===== src/hw/rtl/tmw_pkg.sv =====
// Shared constants for the trimmed-mean window filter.
package tmw_pkg;
    localparam int WIN_LEN     = 8;
    localparam int SAMPLE_W    = 16;
    localparam int CNT_W       = $clog2(WIN_LEN + 1);
    localparam int STEP_W      = $clog2(WIN_LEN);
    localparam int SUM_W       = SAMPLE_W + $clog2(WIN_LEN);
    localparam int BIT_CNT_W   = $clog2(SUM_W + 1);
endpackage


===== src/hw/rtl/tmw_stream_if.sv =====
// Valid/ready stream interfaces for the sample input and the filtered output.
interface tmw_sample_if;
    import tmw_pkg::*;
    logic                valid;
    logic                ready;
    logic [SAMPLE_W-1:0] sample;
    modport source (output valid, output sample, input ready);
    modport sink (input valid, input sample, output ready);
endinterface

interface tmw_filtered_if;
    import tmw_pkg::*;
    logic                valid;
    logic                ready;
    logic [SAMPLE_W-1:0] filtered;
    modport source (output valid, output filtered, input ready);
    modport sink (input valid, input filtered, output ready);
endinterface


===== src/hw/rtl/tmw_cell.sv =====
// One window cell: holds a sample and passes it to its neighbor on shift.
module tmw_cell (
    input  logic                         i_clk,
    input  logic                         i_rst_n,
    input  logic                         i_shift,
    input  logic [tmw_pkg::SAMPLE_W-1:0] i_d,
    output logic [tmw_pkg::SAMPLE_W-1:0] o_q
);
    import tmw_pkg::*;

    logic [SAMPLE_W-1:0] r_value;

    always_ff @(posedge i_clk) begin
        if (!i_rst_n) begin
            r_value <= '0;
        end else if (i_shift) begin
            r_value <= i_d;
        end
    end

    assign o_q = r_value;
endmodule


===== src/hw/rtl/tmw_div.sv =====
// Restoring divider, one quotient bit per cycle.
module tmw_div (
    input  logic                         i_clk,
    input  logic                         i_rst_n,
    input  logic                         i_start,
    input  logic [tmw_pkg::SUM_W-1:0]    i_dividend,
    input  logic [tmw_pkg::CNT_W-1:0]    i_divisor,
    output logic                         o_done,
    output logic [tmw_pkg::SAMPLE_W-1:0] o_quotient
);
    import tmw_pkg::*;

    logic                 r_busy;
    logic                 r_done;
    logic [BIT_CNT_W-1:0] r_bits;
    logic [CNT_W-1:0]     r_divisor;
    logic [CNT_W-1:0]     r_rem;
    logic [SUM_W-1:0]     r_quo;
    logic [CNT_W:0]       w_trial;
    logic                 w_fit;

    assign w_trial = {r_rem, r_quo[SUM_W-1]};
    assign w_fit   = (w_trial >= {1'b0, r_divisor});

    always_ff @(posedge i_clk) begin
        if (!i_rst_n) begin
            r_busy <= 1'b0;
            r_done <= 1'b0;
            r_bits <= '0;
        end else begin
            r_done <= 1'b0;
            if (i_start) begin
                r_busy    <= 1'b1;
                r_bits    <= '0;
                r_divisor <= i_divisor;
                r_rem     <= '0;
                r_quo     <= i_dividend;
            end else if (r_busy) begin
                r_rem  <= w_fit ? CNT_W'(w_trial - {1'b0, r_divisor}) : w_trial[CNT_W-1:0];
                r_quo  <= {r_quo[SUM_W-2:0], w_fit};
                r_bits <= r_bits + 1'b1;
                if (r_bits == BIT_CNT_W'(SUM_W - 1)) begin
                    r_busy <= 1'b0;
                    r_done <= 1'b1;
                end
            end
        end
    end

    assign o_done     = r_done;
    assign o_quotient = r_quo[SAMPLE_W-1:0];
endmodule


===== src/hw/rtl/trimmed_mean_window_u16.sv =====
// Trimmed-mean moving-average filter over a ring of window cells.
//
//   port        | dir | payload            | transfer when
//   i_sample    | in  | sample   [15:0]    | valid && ready
//   o_filtered  | out | filtered [15:0]    | valid && ready
//
// Each item takes a full rotation of the cell ring to sum and find the
// extremes, then one divider cycle per dividend bit. A new sample is taken
// once the previous result has moved to the output register. A stalled
// output holds its value; the next item then waits at the end of its
// divide. Reset clears the window to zero, the fill count and all handshake
// state.
module trimmed_mean_window_u16 (
    input  logic           i_clk,
    input  logic           i_rst_n,
    tmw_sample_if.sink     i_sample,
    tmw_filtered_if.source o_filtered
);
    import tmw_pkg::*;

    typedef enum logic [2:0] {
        S_IDLE,
        S_SCAN,
        S_CALC,
        S_DIV,
        S_OUT
    } t_state;

    t_state              r_state;
    logic [CNT_W-1:0]    r_count;
    logic [STEP_W-1:0]   r_step;
    logic [SUM_W-1:0]    r_sum;
    logic [SAMPLE_W-1:0] r_hi;
    logic [SAMPLE_W-1:0] r_lo;
    logic                r_out_valid;
    logic [SAMPLE_W-1:0] r_out_data;

    logic [SAMPLE_W-1:0] w_q [WIN_LEN];
    logic                w_accept;
    logic                w_shift;
    logic [SAMPLE_W-1:0] w_tail;
    logic                w_full;
    logic                w_div_start;
    logic [SUM_W-1:0]    w_dividend;
    logic [CNT_W-1:0]    w_divisor;
    logic                w_div_done;
    logic [SAMPLE_W-1:0] w_quotient;
    logic                w_out_free;

    assign i_sample.ready = (r_state == S_IDLE);
    assign w_accept       = i_sample.valid && i_sample.ready;
    assign w_shift        = w_accept || (r_state == S_SCAN);
    assign w_tail         = w_q[WIN_LEN-1];
    assign w_full         = (r_count == CNT_W'(WIN_LEN));
    assign w_div_start    = (r_state == S_CALC);
    assign w_dividend     = w_full ? (r_sum - SUM_W'(r_hi) - SUM_W'(r_lo)) : r_sum;
    assign w_divisor      = w_full ? CNT_W'(WIN_LEN - 2) : r_count;
    assign w_out_free     = !r_out_valid || o_filtered.ready;

    for (genvar k = 0; k < WIN_LEN; k++) begin : g_cell
        logic [SAMPLE_W-1:0] w_d;
        if (k == 0) begin : g_head
            assign w_d = (r_state == S_IDLE) ? i_sample.sample : w_tail;
        end else begin : g_body
            assign w_d = w_q[k-1];
        end
        tmw_cell u_cell (
            .i_clk   (i_clk),
            .i_rst_n (i_rst_n),
            .i_shift (w_shift),
            .i_d     (w_d),
            .o_q     (w_q[k])
        );
    end

    tmw_div u_div (
        .i_clk      (i_clk),
        .i_rst_n    (i_rst_n),
        .i_start    (w_div_start),
        .i_dividend (w_dividend),
        .i_divisor  (w_divisor),
        .o_done     (w_div_done),
        .o_quotient (w_quotient)
    );

    always_ff @(posedge i_clk) begin
        if (!i_rst_n) begin
            r_state     <= S_IDLE;
            r_count     <= '0;
            r_step      <= '0;
            r_out_valid <= 1'b0;
        end else begin
            if (r_out_valid && o_filtered.ready) begin
                r_out_valid <= 1'b0;
            end
            unique case (r_state)
                S_IDLE: begin
                    if (w_accept) begin
                        if (!w_full) begin
                            r_count <= r_count + 1'b1;
                        end
                        r_step  <= '0;
                        r_state <= S_SCAN;
                    end
                end
                S_SCAN: begin
                    if (r_step == '0) begin
                        r_sum <= SUM_W'(w_tail);
                        r_hi  <= w_tail;
                        r_lo  <= w_tail;
                    end else begin
                        r_sum <= r_sum + SUM_W'(w_tail);
                        if (w_tail > r_hi) begin
                            r_hi <= w_tail;
                        end
                        if (w_tail < r_lo) begin
                            r_lo <= w_tail;
                        end
                    end
                    r_step <= r_step + 1'b1;
                    if (r_step == STEP_W'(WIN_LEN - 1)) begin
                        r_state <= S_CALC;
                    end
                end
                S_CALC: begin
                    r_state <= S_DIV;
                end
                S_DIV: begin
                    if (w_div_done) begin
                        r_state <= S_OUT;
                    end
                end
                S_OUT: begin
                    if (w_out_free) begin
                        r_out_valid <= 1'b1;
                        r_out_data  <= w_quotient;
                        r_state     <= S_IDLE;
                    end
                end
                default: begin
                    r_state <= S_IDLE;
                end
            endcase
        end
    end

    assign o_filtered.valid    = r_out_valid;
    assign o_filtered.filtered = r_out_data;
endmodule


===== src/flat_wrapper.sv =====
// flat-port wrapper written by rule: the top's interface ports become plain ports
module trimmed_mean_window_u16_flat import tmw_pkg::*;
  (i_clk, i_rst_n, i_sample_valid, i_sample_sample, i_sample_ready, o_filtered_valid, o_filtered_filtered, o_filtered_ready);
  tmw_sample_if i_sample_i ();
  tmw_filtered_if o_filtered_i ();
  input  logic i_clk;
  input  logic i_rst_n;
  input wire logic [$bits(i_sample_i.valid)-1:0] i_sample_valid;
  input wire logic [$bits(i_sample_i.sample)-1:0] i_sample_sample;
  output wire logic [$bits(i_sample_i.ready)-1:0] i_sample_ready;
  output wire logic [$bits(o_filtered_i.valid)-1:0] o_filtered_valid;
  output wire logic [$bits(o_filtered_i.filtered)-1:0] o_filtered_filtered;
  input wire logic [$bits(o_filtered_i.ready)-1:0] o_filtered_ready;
  assign i_sample_i.valid = i_sample_valid;
  assign i_sample_i.sample = i_sample_sample;
  assign i_sample_ready = i_sample_i.ready;
  assign o_filtered_valid = o_filtered_i.valid;
  assign o_filtered_filtered = o_filtered_i.filtered;
  assign o_filtered_i.ready = o_filtered_ready;
  trimmed_mean_window_u16 u_core (.i_clk(i_clk), .i_rst_n(i_rst_n), .i_sample(i_sample_i), .o_filtered(o_filtered_i));
endmodule

===== config.mk =====
export PLATFORM = sky130hd
export DESIGN_NAME = trimmed_mean_window_u16_flat
export DESIGN_NICKNAME = d
export VERILOG_FILES = /design/src/hw/rtl/tmw_pkg.sv /design/src/hw/rtl/tmw_stream_if.sv /design/src/hw/rtl/tmw_cell.sv /design/src/hw/rtl/tmw_div.sv /design/src/hw/rtl/trimmed_mean_window_u16.sv /design/src/flat_wrapper.sv
export SDC_FILE = /design/constraint.sdc
export NUM_CORES = 1
export LEC_CHECK = 0
export ABC_AREA = 1
export BUFFER_PORTS_ARGS = -buffer_cell sky130_fd_sc_hd__buf_2
export CORE_UTILIZATION = 40
export CTS_BUF_LIST = sky130_fd_sc_hd__clkbuf_8
export DETAILED_ROUTE_END_ITERATION = 10
export SYNTH_ARGS = -nofsm -noshare
export SYNTH_HDL_FRONTEND = slang
export SYNTH_SLANG_ARGS = --single-unit

===== constraint.sdc =====
create_clock -name i_clk -period 3.9 [get_ports i_clk]
set_clock_uncertainty 0.1 [all_clocks]
set_input_delay 0.195 -clock i_clk [delete_from_list [all_inputs] [get_ports i_clk]]
set_output_delay 0.195 -clock i_clk [all_outputs]
set_load 0.01 [all_outputs]

# Yosys cells after proc, flatten, opt, wreduce, memory -nomap -nowiden
# Index checks and enable logic that the tools add are counted.
# totals
reg_bits,240
input_bits,20
out_inout_bits,18
elab_cells,94
# op_classes
n_addsub,7
magnitude_cmp,3
eq_ne,11
n_mux,25
bitwise,3
reduce_logical,22
# op_table
cell,count
two-way mux 16 bit,6
two-way mux 19 bit,3
subtractor 19 x 16 -> 19 bit,2
adder 19 x 16 -> 19 bit,1
> comparator 16 bit,1
less-than comparator 16 bit,1
two-way mux 3 bit,5
one-hot mux 3 bit (5 select lines),1
AND reduction 3 bit,4
two-way mux 4 bit,2
AND reduction 2 bit,4
nonzero test 2 bit,4
two-way mux 1 bit,7
"equality test 3 x 2 -> 1 bit, second input constant",2
"equality test 3 bit, second input constant",2
logical NOT 3 bit,2
"inequality test 2 bit, second input constant",3
one-hot mux 3 bit (2 select lines),1
"adder 5 x 1 -> 5 bit, second input constant",1
"equality test 5 bit, second input constant",1
greater-or-equal comparator 5 x 4 -> 1 bit,1
"adder 4 x 1 -> 4 bit, second input constant",1
"equality test 4 bit, second input constant",1
AND reduction 4 bit,1
10 further kinds,14

# Logic depth before layout (Yosys ltp)
# Gate-level depths: netlist (run 1).
# depth
word_depth,4
depth_mapped,15
mapped_depth_nobuf,15

# By module
# From an unflattened synthesis (run 1), not the netlist that was laid out.
# hier_totals
cells_unflattened,1857
hier_area_um2,13555.5
# modules_own_cells
mod,n_inst,cells_per_inst,area_each_um2,seq_area_each_um2
trimmed_mean_window_u16,1,867,6451.2,2232.1
tmw_cell,8,101,674.4,320.3
tmw_div,1,182,1709.1,950.9

# Least setup slack after synthesis (run 1)
# OpenSTA, ideal clock, no wires.
# synth_path
kind,register to register
start,reg u_core.r_state[2]
end,"reg u_core.r_hi[0], enable pin"
setup_ns,0.394
t_arrival_ns,2.559
setup_slack_ns,0.847
stages_incl_launch_ff,6
path_buffers,0
synth_period_minus_slack_ns,3.053
cell_sequence,dfxtp_1 -> nor3_4 -> inv_2 -> nor2_1 -> inv_1 -> a21oi_1
# synth_via
elab_chain_len,2
# synth_rtl
element,line_no,rtl
start: declaration,trimmed_mean_window_u16.sv:29,t_state r_state;
start signal: assignment,trimmed_mean_window_u16.sv:88,r_state <= S_IDLE;
start signal: assignment,trimmed_mean_window_u16.sv:103,r_state <= S_SCAN;
start signal: assignment,trimmed_mean_window_u16.sv:122,r_state <= S_CALC;
equality test 3 x 1 -> 1 bit,trimmed_mean_window_u16.sv:96,unique case (r_state)
AND reduction 3 bit (no source line),n/a,
end signal: assignment,trimmed_mean_window_u16.sv:109,r_hi <= w_tail;
end signal: assignment,trimmed_mean_window_u16.sv:114,r_hi <= w_tail;
end: declaration,trimmed_mean_window_u16.sv:33,logic [SAMPLE_W-1:0] r_hi;
# No other way between the ends.
# A chain may end at the register's enable or synchronous reset.

# Worst setup path after layout (run 1)
# layout_path
start,reg u_core.r_sum[5]
end,reg u_core.u_div.r_quo[7] (data pin)
# layout_via
elab_chain_len,4
# layout_rtl
element,line_no,rtl
start: declaration,trimmed_mean_window_u16.sv:32,logic [SUM_W-1:0] r_sum;
start signal: assignment,trimmed_mean_window_u16.sv:108,r_sum <= SUM_W'(w_tail);
start signal: assignment,trimmed_mean_window_u16.sv:112,r_sum <= r_sum + SUM_W'(w_tail);
subtractor 19 x 16 -> 19 bit (2 in a row),trimmed_mean_window_u16.sv:56,assign w_dividend = w_full ? (r_sum - SUM_W'(r_hi) - SUM_W'(r_lo)) : r_sum;
two-way mux 19 bit,trimmed_mean_window_u16.sv:56,
two-way mux 19 bit,tmw_div.sv:32,if (i_start) begin
end signal: assignment,tmw_div.sv:37,r_quo <= i_dividend;
end signal: assignment,tmw_div.sv:40,"r_quo <= {r_quo[SUM_W-2:0], w_fit};"
end: declaration,tmw_div.sv:18,logic [SUM_W-1:0] r_quo;
# No other way between the ends.

==> run_results.csv, run 1 <==
group,metric,value,unit
clocking,worstSkewPairLatency,0.55,ns
sta,final_period_minus_worst_setup_slack,2.63,ns
pwr,power_report.internal_total,0.00658,W
floorplan,start_util,40.7,%
clocking,cts_setup_buffers,0,
sta,finalHoldViolCount,0,
yosys,syn-num-nets,1683,
sta,fin_tns_setup,0,ns
worst_setup_path,cp.required,4.08,ns
sta,max-slew-margin-rel,23.7,%
pwr,power.sequential.fraction,36.2,%
sta,unrepaired_setup_endpoints_after_global_routing,"false",
yosys,yosys-mux-area-fraction,0,%
yosys,synth_area,12400,µm²
job,max_cap_viol_count,0,
pwr,static-leakage-power,6.35,nW
clocking,cts_made_buffers,43,
cells_and_area,drive_above_1_share,7.67,%
worst_setup_path,crit_fanout,5,
worst_setup_path,worst_setup_path_start_kind,"flip-flop",
worst_setup_path,worst_setup_path_class,"flip-flop to flip-flop",
cells_and_area,insertedDiodeCount,0,
yosys,synth-compound-area-share,10.7,%
placement,finalWeightedCongestion,0.918,
run_status,outcome,"completed",
clocking,cts_repair_resize_count,0,
pwr,worst_ir_drop_vdd,0.382,mV
sta,final-max-slew-violation-count,0,
pwr,p_clk_share,18.7,%
sta,actual_slew_at_the_worst_max_slew_pin,1.14,ns
routing,remaining_drc_errors,0,
clocking,cts_tree,"built",
routing,routed_wire_length_per_instance,14.1,µm
floorplan,die_area,31800,µm²
yosys,yosys.area_share.simple,24.3,%
yosys,yosysWarnings,0,
global_routing,grt_pass1_wl,47400,µm
sta,max_freq,380,MHz
worst_setup_path,worstPathArrival,2.82,ns
min_path,worstHoldPathType,"input port to flip-flop",
pwr,power.switching_fraction,43.7,%
cells_and_area,finish.utilization,45.4,%
sta,min_period_over_period,67.5,%
yosys,yosys_cell_types,42,
pwr,power.net_switching,0.00511,W
routing,routed_antenna_nets,0,
floorplan,die_width,178,µm
clocking,cts_sinks,240,
cells_and_area,area_delta_synth_final,11.5,%
sta,setup-violations-final,0,
global_routing,grt_start_max_net_pins,144,
routing,detailedRoute.firstPassIterationCount,5,
global_routing,number_of_antenna_violations_at_the_first_check_in_global_routing,0,
yosys,dominant_combinational_cell_family_by_area_after_synthesis,"simple AND/OR/NAND/NOR gates",
clocking,cell_at_the_root_of_the_clock_tree,"sky130_fd_sc_hd__clkbuf_8",
cells_and_area,most_frequent_cells_in_the_layout,"sky130_fd_sc_hd__nand2_1, sky130_fd_sc_hd__nor2_1, sky130_fd_sc_hd__inv_1",
yosys,post_synth_xor_area_fraction,0.563,%
floorplan,num_io_pins,38,
pwr,power.density_cell_area,843,nW/µm²
yosys,synth_top_flop_cell,"sky130_fd_sc_hd__dfxtp_1",
clocking,clock_tree.buffer_depth,3,
yosys,syn-mean-instance-area,7.92,µm²
floorplan,fp.coreArea,30600,µm²
yosys,ys_seq_elements,240,
floorplan,floorplan.die.height,178,µm
routing,routed_wirelength,28900,µm
cells_and_area,layout.nets,1741,
clocking,clkTransAtPathRegs,0.06,ns
clocking,cts_htree_levels,2,
worst_setup_path,critical_path.endpoint_type,"flip-flop",
routing,post_drt_via_cell_ratio,4.86,
yosys,synth_sequential_area_ratio,46.2,%
cells_and_area,commonest_non_fill_non_tap_cell_in_the_layout,"sky130_fd_sc_hd__nand2_1",
global_routing,grt_usage,18.6,%
yosys,synth_enable_flop_cells,94,
global_routing,global_route.overflow_total,0,
placement,hpwl,20200,µm
routing,via_count,9977,
routing,detailedRoute.firstIterationViolations,642,
yosys,synth_cells,1570,
pwr,share_comb_of_total_power,45.0,%
floorplan,floorplan.rows,64,
yosys,async_reset_ff_share,0,%
global_routing,via_count_of_the_first_global_routing_pass,9357,
placement,place.port_buffers,37,
yosys,synth-adder-area-share,10.4,%
==> power groups by stage <==
stage | clock network (W) | logic, W | registers (W)
4_1_cts | 0.00225 | 0.00529 | 0.00423
3_3_place_gp | 0 | 0.00519 | 0.00425
3_5_place_dp | 0 | 0.00524 | 0.00427
2_1_floorplan | 0 | 0.00425 | 0.00403
5_1_grt | 0.00237 | 0.00611 | 0.00435
6_report | 0.00219 | 0.00526 | 0.00424
==> stage by stage <==
stage | power (W) | hold WS, ns | setup slack [ns] | instances | instance area [µm²]
3_5_place_dp | 0.00952 | 0.343 | 1.30 | 1961 | 12900
3_3_place_gp | 0.00945 | 0.338 | 1.31 | 1961 | 12900
4_1_cts | 0.0118 | 0.00454 | 1.27 | 2051 | 13900
5_1_grt | 0.0128 | 0.0458 | 1.11 | 2051 | 13900
2_1_floorplan | 0.00829 | 0.257 | 0.847 | 1570 | 12400
6_report | 0.0117 | 0.0296 | 1.27 | 2051 | 13900
==> routing by layer <==
layer / wire, µm / global-route usage, %
met5: 0 / 0
met4: 809 / 6.50
met3: 1100 / 3.30
met2: 13200 / 29.8
met1: 13800 / 25.1
==> logic make-up (layout without fill, tap and decap cells) <==
family                   after synthesis  count (layout)
adder cells (fa/ha/maj)               93              93
buffers and inverters                222             307
flip-flops                           240             240
XOR/XNOR                               8               8
AND/OR/NAND/NOR                      748             748
AO/OA/AOI/OAI                        259             259
==> cells in the mapped netlist, drive strengths merged, types with 12 or more instances <==
master / instances / area share, %
o21ai: 163 / 6.6
ha: 75 / 7.5
nand3: 58 / 2.3
fa: 18 / 2.9
a21oi: 74 / 3.0
dfxtp: 146 / 23
inv: 166 / 5.0
clkbuf: 23 / 0.69
buf: 32 / 2.0
nand4: 12 / 0.60
nor2: 309 / 9.5
edfxtp: 94 / 23
nand2: 339 / 10
nor3: 13 / 0.61
a31oi: 16 / 0.80
==> sequential cells by signal, indices dropped and copies added, names as in the netlist <==
signal / cells
u_core.g_cell.u_cell.o_q: 128
u_core.r_sum: 19
u_core.u_div.r_quo: 19
u_core.o_filtered.filtered: 16
u_core.r_hi: 16
u_core.r_lo: 16
u_core.u_div.r_bits: 5
u_core.r_count: 4
u_core.u_div.r_divisor: 4
u_core.u_div.r_rem: 4
u_core.r_state: 3
u_core.r_step: 3
u_core.o_filtered.valid: 1
u_core.u_div.o_done: 1
u_core.u_div.r_busy: 1
==> what timing repair did <==
action | CTS | global route
hold buffers | 18 | 0
endpoints found under the hold margin | 19 | 0
setup endpoints to repair | 0 | 0
==> worst paths after layout <==
| check | startpoint | end | slack, ns | cells past startpoint |
|---|---|---|---|---|
| max | u_core.r_sum[5]$_DFFE_PP_ | u_core.u_div.r_quo[7]$_DFFE_PP_ | 1.27 | 9 |
| min | i_rst_n | u_core.r_count[2]$_SDFFE_PN0P_ | 0.03 | 3 |
| max reg2reg | u_core.r_sum[5]$_DFFE_PP_ | u_core.u_div.r_quo[7]$_DFFE_PP_ | 1.27 | 9 |
| min reg2reg | u_core.u_div.r_quo[0]$_DFFE_PP_ | u_core.o_filtered.filtered[0]$_DFFE_PP_ | 0.35 | 0 |
==> area by class of cell <==
cell class              count  area (µm²)
multi-input cells        1108        5730
flip-flops and latches    240        5750
clock buffers              50         688
repair buffers             68         478
inverters                 167         629
fillers                  3070       16700
clock inverters            22         104
well taps                 396         495
==> worst max-delay path: stages, from the launching register on <==
cell and delay [ns]:
sky130_fd_sc_hd__edfxtp_1 0.50, sky130_fd_sc_hd__fa_1 0.47, sky130_fd_sc_hd__ha_1 0.37, sky130_fd_sc_hd__nand2_1 0.17
sky130_fd_sc_hd__inv_1 0.06, sky130_fd_sc_hd__a21oi_1 0.14, sky130_fd_sc_hd__nand2_1 0.13, sky130_fd_sc_hd__or2_2 0.30
sky130_fd_sc_hd__nand3_1 0.07, sky130_fd_sc_hd__a21oi_1 0.06
No activity file was read; power rests on OpenSTA's default activity.
==> inputs of run 2 (changes only) <==
Clock period 3.9 ns to 2.3 ns, I/O delays scaled along.
==> run 2 against run 1 <==
  * The flow now finishes with violations (negative setup slack)
  * Non-clock buffer count is 110 higher
  * Die area did not move
  * Global-route usage increased by 1.3 points
  * Flip-flop and latch count is the same
  * Design area is 14% higher
  * Final cell count rose by 5.2%
  * Largest power group unchanged
==> run_results.csv, run 2 (same netlist as run 1, synthesis figures left out) <==
group,metric,value,unit
run_status,outcome,"complete, but fails checks",
run_status,failing_checks,"negative setup slack",
min_path,worstHoldPathType,"input port to flip-flop",
worst_setup_path,worst_setup_path_start_kind,"flip-flop",
sta,max-slew-margin-rel,47.9,%
worst_setup_path,cp.required,2.51,ns
worst_setup_path,crit_path_top_delay_cell,"sky130_fd_sc_hd__fa_2",
sta,final-max-slew-violation-count,0,
routing,routed_antenna_nets,0,
pwr,static-leakage-power,7.10,nW
routing,remaining_drc_errors,0,
global_routing,number_of_antenna_violations_at_the_first_check_in_global_routing,0,
placement,hpwl,21900,µm
clocking,cts_tree,"built",
clocking,clock_tree.buffer_depth,3,
cells_and_area,drive_above_1_share,24.9,%
clocking,cell_at_the_root_of_the_clock_tree,"sky130_fd_sc_hd__clkbuf_8",
placement,place_area,13700,µm²
routing,routed_wire_length_per_instance,14.8,µm
floorplan,floorplan.rows,64,
cells_and_area,post_route_design_area,15900,µm²
sta,max_freq,412,MHz
placement,post-place-cells,2061,
cells_and_area,insertedDiodeCount,0,
routing,via_count,10700,
sta,finalHoldViolCount,0,
worst_setup_path,worstPathArrival,2.64,ns
sta,min_period_over_period,106,%
cells_and_area,layout.nets,1850,
sta,least_setup_slack_across_all_paths_after_layout,-0.130,ns
floorplan,fp.coreArea,30600,µm²
worst_setup_path,crit_path_cell_trace,"fa_2 > ha_4 > nand2_4 > buf_6 > nor2_2 > a21oi_4 > nand2_1 > nand2_1 > nand3_2 > nand2_1 > nand2_1",
cells_and_area,most_frequent_cells_in_the_layout,"sky130_fd_sc_hd__nor2_1, sky130_fd_sc_hd__nand2_1, sky130_fd_sc_hd__o21ai_0",
cells_and_area,instances_no_fill,2158,
job,max_cap_viol_count,0,
global_routing,via_count_of_the_first_global_routing_pass,10200,
global_routing,global_route.overflow_total,0,
sta,unrepaired_setup_endpoints_after_global_routing,"true",
routing,detailedRoute.firstPassIterationCount,5,
global_routing,grt_pass1_wl,50600,µm
placement,dp_slack,-0.245,ns
global_routing,grt_start_max_net_pins,144,
clocking,clkTransAtPathRegs,0.07,ns
routing,detailedRoute.firstIterationViolations,663,
worst_setup_path,critical_path.endpoint_type,"flip-flop",
worst_setup_path,crit_fanout,4,
worst_setup_path,timing.critical_path.slowest_cell_delay,0.64,ns
worst_setup_path,timing.critical_path.max_delay_family,"adder cells",
clocking,cts_made_buffers,42,
placement,finalWeightedCongestion,0.882,
sta,actual_slew_at_the_worst_max_slew_pin,0.781,ns
sta,setup-violations-final,14,
floorplan,die_width,178,µm
cells_and_area,commonest_non_fill_non_tap_cell_in_the_layout,"sky130_fd_sc_hd__nor2_1",
floorplan,num_io_pins,38,
sta,final_period_minus_worst_setup_slack,2.43,ns
cells_and_area,largest_register_ff_count,128,
routing,routed_wirelength,32000,µm
cells_and_area,area_delta_synth_final,27.6,%
worst_setup_path,cell_repeated_most_along_the_worst_path,"sky130_fd_sc_hd__nand2_1",
clocking,worstSkewPairLatency,0.57,ns
worst_setup_path,worst_setup_path_class,"flip-flop to flip-flop",
worst_setup_path,path_buf_inv,1,
cells_and_area,fillers,2935,
floorplan,die_area,31800,µm²
placement,place.port_buffers,37,
clocking,cts_htree_levels,2,
routing,post_drt_via_cell_ratio,4.94,
global_routing,grt_usage,19.9,%
pwr,power.density_cell_area,1560,nW/µm²
floorplan,floorplan.die.height,178,µm
floorplan,start_util,40.7,%
clocking,cts_sinks,240,
pwr,worst_ir_drop_vdd,0.770,mV
-- run 2: cell types whose count changed in the layout (fill, tap and decap cells not counted), moves of 9 or more --
cell and delta:
sky130_fd_sc_hd__buf_4 +99, sky130_fd_sc_hd__nand2_1 -69, sky130_fd_sc_hd__nand2_2 +45, sky130_fd_sc_hd__inv_1 -42, sky130_fd_sc_hd__inv_2 +30, sky130_fd_sc_hd__ha_1 -23, sky130_fd_sc_hd__nand2_4 +22, sky130_fd_sc_hd__nand3_1 -21
sky130_fd_sc_hd__ha_4 +20, sky130_fd_sc_hd__nand3_2 +18, sky130_fd_sc_hd__a21oi_1 -16, sky130_fd_sc_hd__nor2_1 -16, sky130_fd_sc_hd__a21oi_2 +10, sky130_fd_sc_hd__nor2_4 +9
-- run 2: per-stage QoR --
step	utilization, %	hold WS, ns	setup TNS (ns)	total power [W]
floorplan	-	0.177	0	0.0141
global placement	44.8	0.295	-2.08	0.0173
detailed placement	44.8	0.297	-2.34	0.0175
CTS	49.7	0.240	-0.714	0.0230
global route	51.9	0.280	-2.60	0.0267
finish	51.9	0.263	-1.22	0.0247
-- run 2: area by class of cell --
type / count / area, µm² / area share, %
clock buffers: 44 / 606 / 3.82
well taps: 396 / 495 / 3.12
inverters: 167 / 639 / 4.03
flip-flops and latches: 240 / 5760 / 36.3
repair buffers: 178 / 1390 / 8.78
multi-input cells: 1108 / 6700 / 42.2
clock inverters: 25 / 283 / 1.78
-- run 2: report_power, final --
group	switching, W	internal, W	leakage (nW)
Clock	0.00181	0.00246	0.482
Sequential	0.000989	0.00613	2.08
Combinational	0.00793	0.00540	4.54
-- run 2: final timing paths --
kind	start	end	slack [ns]	cells past startpoint
worst max-delay path	u_core.r_sum[12]$_DFFE_PP_	u_core.u_div.r_quo[16]$_DFFE_PP_	-0.13	11
worst min-delay path	i_sample_sample[0]	u_core.g_cell[0].u_cell.o_q[0]$_SDFFE_PN0P_	0.26	4
worst max register to register	u_core.r_sum[12]$_DFFE_PP_	u_core.u_div.r_quo[16]$_DFFE_PP_	-0.13	11
worst min register to register	u_core.u_div.r_quo[9]$_DFFE_PP_	u_core.o_filtered.filtered[9]$_DFFE_PP_	0.35	0
-- run 2: what timing repair did --
item,CTS,global route
endpoints found under the hold margin,37,0
gates resized for setup,89,171
pin swaps,33,96
gates cloned,0,1
hold buffers,19,0
buffers inserted,3,5
setup endpoints to repair,18,55
-- run 2: worst register-to-register path: cells and delay by family, from the launching register on --
kind                       cells  cell delay (ns)
AOI/OAI and AO/OA              1             0.16
adders and majority gates      2             0.88
buffers and inverters          1             0.11
DFF                            1             0.45
and+or+nand+nor                7             0.46
-- run 2: layer usage --
metal | vias to the layer above | wire length, µm | GRT usage (%)
li1 | 5434 | - | -
met1 | 4986 | 14800 | 26.5
met2 | 193 | 15200 | 33.2
met3 | 58 | 1310 | 2.79
met4 | 0 | 758 | 6.46
met5 | - | 0 | 0
